`src/mwc_pkg.sv`:
```
// Shared types and constants for the multiply-with-carry random number block.
// No dependencies; imported by every module under src.
`timescale 1ns / 1ps

package mwc_pkg;

    localparam int DATA_W = 32;
    localparam int HALF_W = 16;

    localparam logic [HALF_W-1:0] Z_MULT  = 16'd36969;
    localparam logic [HALF_W-1:0] W_MULT  = 16'd18000;
    localparam logic [DATA_W-1:0] Z_RESET = 32'd60000;
    localparam logic [DATA_W-1:0] W_RESET = 32'd50000;

    localparam logic OP_RAW    = 1'b0;
    localparam logic OP_RANGED = 1'b1;

    typedef logic [DATA_W-1:0] word_t;

endpackage

```
`src/mwc_gen.sv`:
```
// Generator state: the two 32-bit halves, advanced one after the other on a
// single shared multiply-add. Depends on mwc_pkg.
`timescale 1ns / 1ps

module mwc_gen
    import mwc_pkg::*;
(
    input  logic  clk,
    input  logic  rst_n,
    input  logic  start,
    output logic  done,
    output word_t raw
);

    word_t              z_reg, z_next;
    word_t              w_reg, w_next;
    logic               busy_reg, busy_next;
    logic               sel_w_reg, sel_w_next;
    logic               done_reg, done_next;
    logic [HALF_W-1:0]  mult;
    word_t              src;
    word_t              prod;

    // Shared multiply-add: the z half first, then the w half.
    always_comb
    begin
        mult = sel_w_reg ? W_MULT : Z_MULT;
        src  = sel_w_reg ? w_reg : z_reg;
        prod = {{(DATA_W-HALF_W){1'b0}}, mult} * {{(DATA_W-HALF_W){1'b0}}, src[HALF_W-1:0]}
             + {{(DATA_W-HALF_W){1'b0}}, src[DATA_W-1:HALF_W]};
    end

    always_comb
    begin
        z_next     = z_reg;
        w_next     = w_reg;
        busy_next  = busy_reg;
        sel_w_next = sel_w_reg;
        done_next  = 1'b0;
        if (busy_reg)
        begin
            if (sel_w_reg)
            begin
                w_next     = prod;
                busy_next  = 1'b0;
                sel_w_next = 1'b0;
                done_next  = 1'b1;
            end
            else
            begin
                z_next     = prod;
                sel_w_next = 1'b1;
            end
        end
        else if (start)
        begin
            busy_next  = 1'b1;
            sel_w_next = 1'b0;
        end
    end

    always_ff @(posedge clk or negedge rst_n)
    begin
        if (!rst_n)
        begin
            z_reg     <= Z_RESET;
            w_reg     <= W_RESET;
            busy_reg  <= 1'b0;
            sel_w_reg <= 1'b0;
            done_reg  <= 1'b0;
        end
        else
        begin
            z_reg     <= z_next;
            w_reg     <= w_next;
            busy_reg  <= busy_next;
            sel_w_reg <= sel_w_next;
            done_reg  <= done_next;
        end
    end

    assign done = done_reg;
    assign raw  = {z_reg[HALF_W-1:0], {HALF_W{1'b0}}} + w_reg;

endmodule

```
`src/mwc_div.sv`:
```
// Restoring divider that produces the remainder one dividend bit per cycle.
// Depends on mwc_pkg.
`timescale 1ns / 1ps

module mwc_div
    import mwc_pkg::*;
(
    input  logic  clk,
    input  logic  rst_n,
    input  logic  start,
    input  word_t dividend,
    input  word_t divisor,
    output logic  done,
    output word_t remainder
);

    localparam int CNT_W = $clog2(DATA_W);

    word_t              rem_reg, rem_next;
    word_t              quo_reg, quo_next;
    word_t              dvs_reg, dvs_next;
    logic [CNT_W-1:0]   cnt_reg, cnt_next;
    logic               busy_reg, busy_next;
    logic               done_reg, done_next;
    logic [DATA_W:0]    trial;
    logic [DATA_W:0]    diff;

    always_comb
    begin
        trial     = {rem_reg, quo_reg[DATA_W-1]};
        diff      = trial - {1'b0, dvs_reg};
        rem_next  = rem_reg;
        quo_next  = quo_reg;
        dvs_next  = dvs_reg;
        cnt_next  = cnt_reg;
        busy_next = busy_reg;
        done_next = 1'b0;
        if (busy_reg)
        begin
            // Keep the difference only when the divisor fit.
            rem_next = diff[DATA_W] ? trial[DATA_W-1:0] : diff[DATA_W-1:0];
            quo_next = {quo_reg[DATA_W-2:0], 1'b0};
            cnt_next = cnt_reg + 1'b1;
            if (cnt_reg == CNT_W'(DATA_W - 1))
            begin
                busy_next = 1'b0;
                done_next = 1'b1;
            end
        end
        else if (start)
        begin
            rem_next  = '0;
            quo_next  = dividend;
            dvs_next  = divisor;
            cnt_next  = '0;
            busy_next = 1'b1;
        end
    end

    always_ff @(posedge clk or negedge rst_n)
    begin
        if (!rst_n)
        begin
            busy_reg <= 1'b0;
            done_reg <= 1'b0;
            cnt_reg  <= '0;
        end
        else
        begin
            busy_reg <= busy_next;
            done_reg <= done_next;
            cnt_reg  <= cnt_next;
        end
    end

    always_ff @(posedge clk)
    begin
        rem_reg <= rem_next;
        quo_reg <= quo_next;
        dvs_reg <= dvs_next;
    end

    assign done      = done_reg;
    assign remainder = rem_reg;

endmodule

```
`src/mwc_random_in_range.sv`:
```
// Multiply-with-carry random number source with optional range reduction.
// Each accepted item advances both 32-bit generator halves and returns one
// result item: the raw 32-bit value when op is 0, or the raw value reduced
// modulo (range_high - range_low + 1) and offset by range_low when op is 1,
// all modulo 2^32. Bounds that give a full 2^32 span skip the reduction and
// return raw + range_low. Inverted bounds are not an error; they simply form
// a large span. The block works on one item at a time and drops in_ready
// from acceptance until the result is loaded into the output register. A
// raw or full-span item passes through the two steps of the shared
// multiply-add that advances the halves and its done flag, then picking
// the path and loading the result. A ranged item also passes through the
// bit-serial restoring divider that forms the remainder, between picking
// the path and loading the result. The output register holds a finished
// result while out_ready is low, and the next item can be accepted in the
// meantime; that item then waits with its result until the register is
// free. Depends on mwc_pkg, mwc_gen and mwc_div.
`timescale 1ns / 1ps

module mwc_random_in_range
    import mwc_pkg::*;
(
    input  logic  clk,
    input  logic  rst_n,
    input  logic  in_valid,
    output logic  in_ready,
    input  logic  op,
    input  word_t range_low,
    input  word_t range_high,
    output logic  out_valid,
    input  logic  out_ready,
    output word_t value
);

    typedef enum logic [2:0] {
        ST_IDLE,
        ST_GEN,
        ST_PICK,
        ST_DIV,
        ST_ADD
    } state_t;

    state_t state_reg;
    logic   op_reg;
    word_t  low_reg;
    word_t  span_reg;
    word_t  reduced_reg;
    logic   out_valid_reg;
    word_t  value_reg;

    logic   accept;
    logic   gen_done;
    word_t  raw;
    logic   div_start;
    logic   div_done;
    word_t  div_rem;

    assign in_ready  = (state_reg == ST_IDLE);
    assign accept    = in_valid && in_ready;
    assign div_start = (state_reg == ST_PICK) && (op_reg == OP_RANGED) && (span_reg != '0);

    mwc_gen u_gen (
        .clk   (clk),
        .rst_n (rst_n),
        .start (accept),
        .done  (gen_done),
        .raw   (raw)
    );

    mwc_div u_div (
        .clk       (clk),
        .rst_n     (rst_n),
        .start     (div_start),
        .dividend  (raw),
        .divisor   (span_reg),
        .done      (div_done),
        .remainder (div_rem)
    );

    // Sequencer and output register.
    always_ff @(posedge clk or negedge rst_n)
    begin
        if (!rst_n)
        begin
            state_reg     <= ST_IDLE;
            out_valid_reg <= 1'b0;
            value_reg     <= '0;
        end
        else
        begin
            // A finished result is loaded when the output register is empty
            // or is being emptied in this same cycle.
            if (state_reg == ST_ADD && (!out_valid_reg || out_ready))
            begin
                out_valid_reg <= 1'b1;
                value_reg     <= reduced_reg + low_reg;
            end
            else if (out_ready)
            begin
                out_valid_reg <= 1'b0;
            end
            unique case (state_reg)
                ST_IDLE:
                begin
                    if (accept)
                    begin
                        state_reg <= ST_GEN;
                    end
                end
                ST_GEN:
                begin
                    if (gen_done)
                    begin
                        state_reg <= ST_PICK;
                    end
                end
                ST_PICK:
                begin
                    // A raw request or a full span uses the raw value as it is.
                    state_reg <= div_start ? ST_DIV : ST_ADD;
                end
                ST_DIV:
                begin
                    if (div_done)
                    begin
                        state_reg <= ST_ADD;
                    end
                end
                ST_ADD:
                begin
                    if (!out_valid_reg || out_ready)
                    begin
                        state_reg <= ST_IDLE;
                    end
                end
                default:
                begin
                    state_reg <= ST_IDLE;
                end
            endcase
        end
    end

    // Item fields and intermediate values; no reset needed.
    always_ff @(posedge clk)
    begin
        if (accept)
        begin
            op_reg   <= op;
            low_reg  <= (op == OP_RANGED) ? range_low : '0;
            span_reg <= range_high - range_low + 1'b1;
        end
        if (state_reg == ST_PICK)
        begin
            reduced_reg <= raw;
        end
        if (state_reg == ST_DIV && div_done)
        begin
            reduced_reg <= div_rem;
        end
    end

    assign out_valid = out_valid_reg;
    assign value     = value_reg;

endmodule

```
`config.mk`:
```
export PLATFORM = sky130hd
export DESIGN_NAME = mwc_random_in_range
export DESIGN_NICKNAME = d
export VERILOG_FILES = /design/src/mwc_pkg.sv /design/src/mwc_gen.sv /design/src/mwc_div.sv /design/src/mwc_random_in_range.sv
export SDC_FILE = /design/constraint.sdc
export NUM_CORES = 1
export LEC_CHECK = 0
export ABC_AREA = 1
export ABC_CLOCK_PERIOD_IN_PS = 7700
export BUFFER_PORTS_ARGS = -buffer_cell sky130_fd_sc_hd__buf_2
export CORE_AREA = 2 2 176 308
export CTS_BUF_LIST = sky130_fd_sc_hd__clkbuf_16
export DETAILED_ROUTE_END_ITERATION = 8
export DIE_AREA = 0 0 178 310
export HOLD_SLACK_MARGIN = 0.12
export PLACE_DENSITY_LB_ADDON = 0.1
export SETUP_SLACK_MARGIN = 0.3
export SYNTH_ARGS = -nofsm -noshare
export SYNTH_HDL_FRONTEND = slang
export SYNTH_SLANG_ARGS = --single-unit
```
`constraint.sdc`:
```
create_clock -name clk -period 7.7 [get_ports clk]
set_input_delay 0.385 -clock clk [delete_from_list [all_inputs] [get_ports clk]]
set_output_delay 0.385 -clock clk [all_outputs]
set_load 0.01 [all_outputs]
```
==> metrics.yaml <==
run_status:
  status: "finished clean"
critical_path:
  slowest_stage: "fa_1"
  crit_arrival_ps: 6720
  cp_cell_sequence: "buf_4 -> nand2_1 -> inv_1 -> ha_1 -> inv_1 -> fa_1 -> inv_1 -> fa_1 -> fa_1 -> fa_1 -> inv_1 -> fa_1 -> inv_1 -> ha_1 -> nand2_1 -> nor2_1 -> inv_1 -> o21bai_1 -> nand2_1 -> nand3_1 -> nand2_1 -> nand3_1 -> nand2_1"
  critPathCaptureType: "register"
  criticalPathCategory: "register to register"
  critical_path_peak_fanout: 55
  cpPeakStageDelay_ps: 600
  worstSetupStartpointType: "register"
  critPathRequiredTime_ps: 8180
  cp_common_cell: "inv_1"
sta:
  max_freq_mhz: 160
  fin_crit_ps: 6240
  tns_ps: 0
  clock_skew_ps: 24.5
  period_share_pct: 81.0
  slew_headroom_pct: 27.4
  final_hold_viol_count: 0
  worst_pin_slew_ps: 1080
  grt_setup_unrepaired: "no"
  report.final.slew_viol_count: 0
  setup_violations: 0
drt:
  first_pass_iters: 5
  viasPerCell: 5.41
  wl_per_cell_um: 23.0
  num_vias: 23300
  drt_iter0_markers: 1626
  drtAntennaViolNets: 0
  drc_errors: 0
  drt-total-wl_um: 99100
cts:
  cts_resized: 0
  insertion_delay_ps: 610
  cts_made_buffers: 30
  clock-root-buffer: "clkbuf_16"
  clk_pin_slew_ps: 70
  cts_max_path_buffers: 3
  cts_tree: "done"
  h-tree-depth: 1
  numClockSinks: 303
synth:
  synth_edf_count: 192
  avgSynthCellArea_um2: 7.55
  netlist_area_um2: 26200
  yosys_warnings: 0
  synthArstFlopShare_pct: 36.3
  synth_cell_type_count: 47
  synth_top_flop_cell: "edfxtp_1"
  synth-seq-area-share_pct: 32.7
  netlist_instances: 3468
  synth-seq-cells: 303
die:
  io_pins: 103
  dieArea_um2: 55200
  fp.dieW_um: 178
  core_um2: 52800
  rows: 112
  start_util_pct: 49.5
  die_h_um: 310
layout:
  layout_commonest_cell: "nand2_1"
  final_layout_size_suffix_gt1_share_pct: 6.60
  area_growth_pct: 9.77
  nets: 4055
  final_cell_mix: "1111 x nand2_1, 615 x inv_1, 285 x ha_1"
global_routing:
  grt_overflow: 0
  grt_max_degree: 69
  grtUsageTotal_pct: 36.6
  first_global_vias: 24200
  antenna_found_initial: 4
  grt_pass1_wl_um: 145000
placement:
  hpwl_um: 83100
  io_buffers: 102
  place_congestion: 1.10
worst_hold_path:
  hold_class: "primary input to register"
job:
  drv_cap: 0
[cells in the mapped netlist (6+ instances only)]
| master | number | area share, % |
|---|---|---|
| nand2_1 | 1113 | 16 |
| dfstp_2 | 13 | 1.3 |
| o21bai_1 | 14 | 0.40 |
| inv_1 | 613 | 8.8 |
| nand2_4 | 6 | 0.26 |
| nand4_1 | 30 | 0.72 |
| nand3_1 | 190 | 3.6 |
| inv_2 | 6 | 0.086 |
| nor2_2 | 24 | 0.57 |
| edfxtp_1 | 192 | 22 |
| nor2_1 | 252 | 3.6 |
| o21a_1 | 6 | 0.17 |
| dfrtp_1 | 97 | 9.3 |
| o21ai_0 | 151 | 2.9 |
| clkbuf_1 | 48 | 0.69 |
| nor3_1 | 37 | 0.71 |
| nand2_2 | 8 | 0.19 |
| ha_1 | 285 | 14 |
| xnor2_1 | 35 | 1.2 |
| a21o_1 | 6 | 0.17 |
| a21oi_1 | 136 | 2.6 |
| xor2_1 | 35 | 1.2 |
| fa_1 | 104 | 8.0 |
| nand3b_1 | 16 | 0.46 |
[worst max-delay path, delay by kind of cell, from the launching register on]
family | cells | cell delay (ps)
adder cells (fa/ha/maj) | 7 | 3250
AND/OR/NAND/NOR | 8 | 1000
buffers and inverters | 7 | 1150
AO/OA/AOI/OAI | 1 | 350
flip-flops | 1 | 350
[cell type report]
class | instances | area [um^2]
Clock inverter | 25 | 250
Fill cell | 5187 | 24100
Sequential cell | 303 | 8560
Tap cell | 684 | 856
Multi-Input combinational cell | 2499 | 15100
Clock buffer | 31 | 776
Antenna cell | 1 | 2.50
Inverter | 622 | 2330
Timing Repair Buffer | 141 | 863
[per-stage QoR]
step / utilization, % / instances / cell area [um^2] / setup slack, ps / hold slack, ps
floorplan: - / 3486 / 26200 / 2560 / 89.4
detailed placement: 52.0 / 4226 / 27500 / 1570 / 442
global placement: 52.0 / 4226 / 27500 / 1650 / 448
global route: 54.4 / 4305 / 28700 / 1240 / 167
CTS: 54.4 / 4305 / 28700 / 1540 / 123
finish: 54.4 / 4306 / 28700 / 1460 / 159
[final timing paths]
kind                                 start                 to  cells past startpoint  slack (ps)
setup / recovery           u_gen.sel_w_reg    u_gen.w_reg[26]                     23        1460
setup reg to reg           u_gen.sel_w_reg    u_gen.w_reg[26]                     23        1460
hold / removal                   out_ready          out_valid                      4         160
min in group asynchronous            rst_n           value[5]                      2         400
hold reg to reg               span_reg[21]  u_div.dvs_reg[21]                      0         450
max in group asynchronous            rst_n     u_div.busy_reg                      3        5870
[kinds of logic after synthesis]
logic type	Yosys count	synth area share [%]
flops	303	32.7
other cells	2	0.0287
simple gates	1694	26.7
compound gates	325	6.61
fa+ha+maj	389	21.6
mux	1	0.0382
buf+inv	684	10.0
xor+xnor	70	2.34
[timing repair]
action                                 4_1_cts  5_1_grt
setup buffers                                0        0
hold buffers                                23        0
endpoints found under the hold margin       71        0
[metal layers]
layer  global-route usage, %  up-vias  routed length, um
met5                       0        -                 13
met2                    68.3      785              51900
met3                    4.17      393               3510
met4                    42.6        2              14400
met1                    30.5    10900              29300
li1                        -    11200                  -
Power is not shown: default switching activity piles up to over one toggle a cycle in this logic, so the estimate is an artifact.
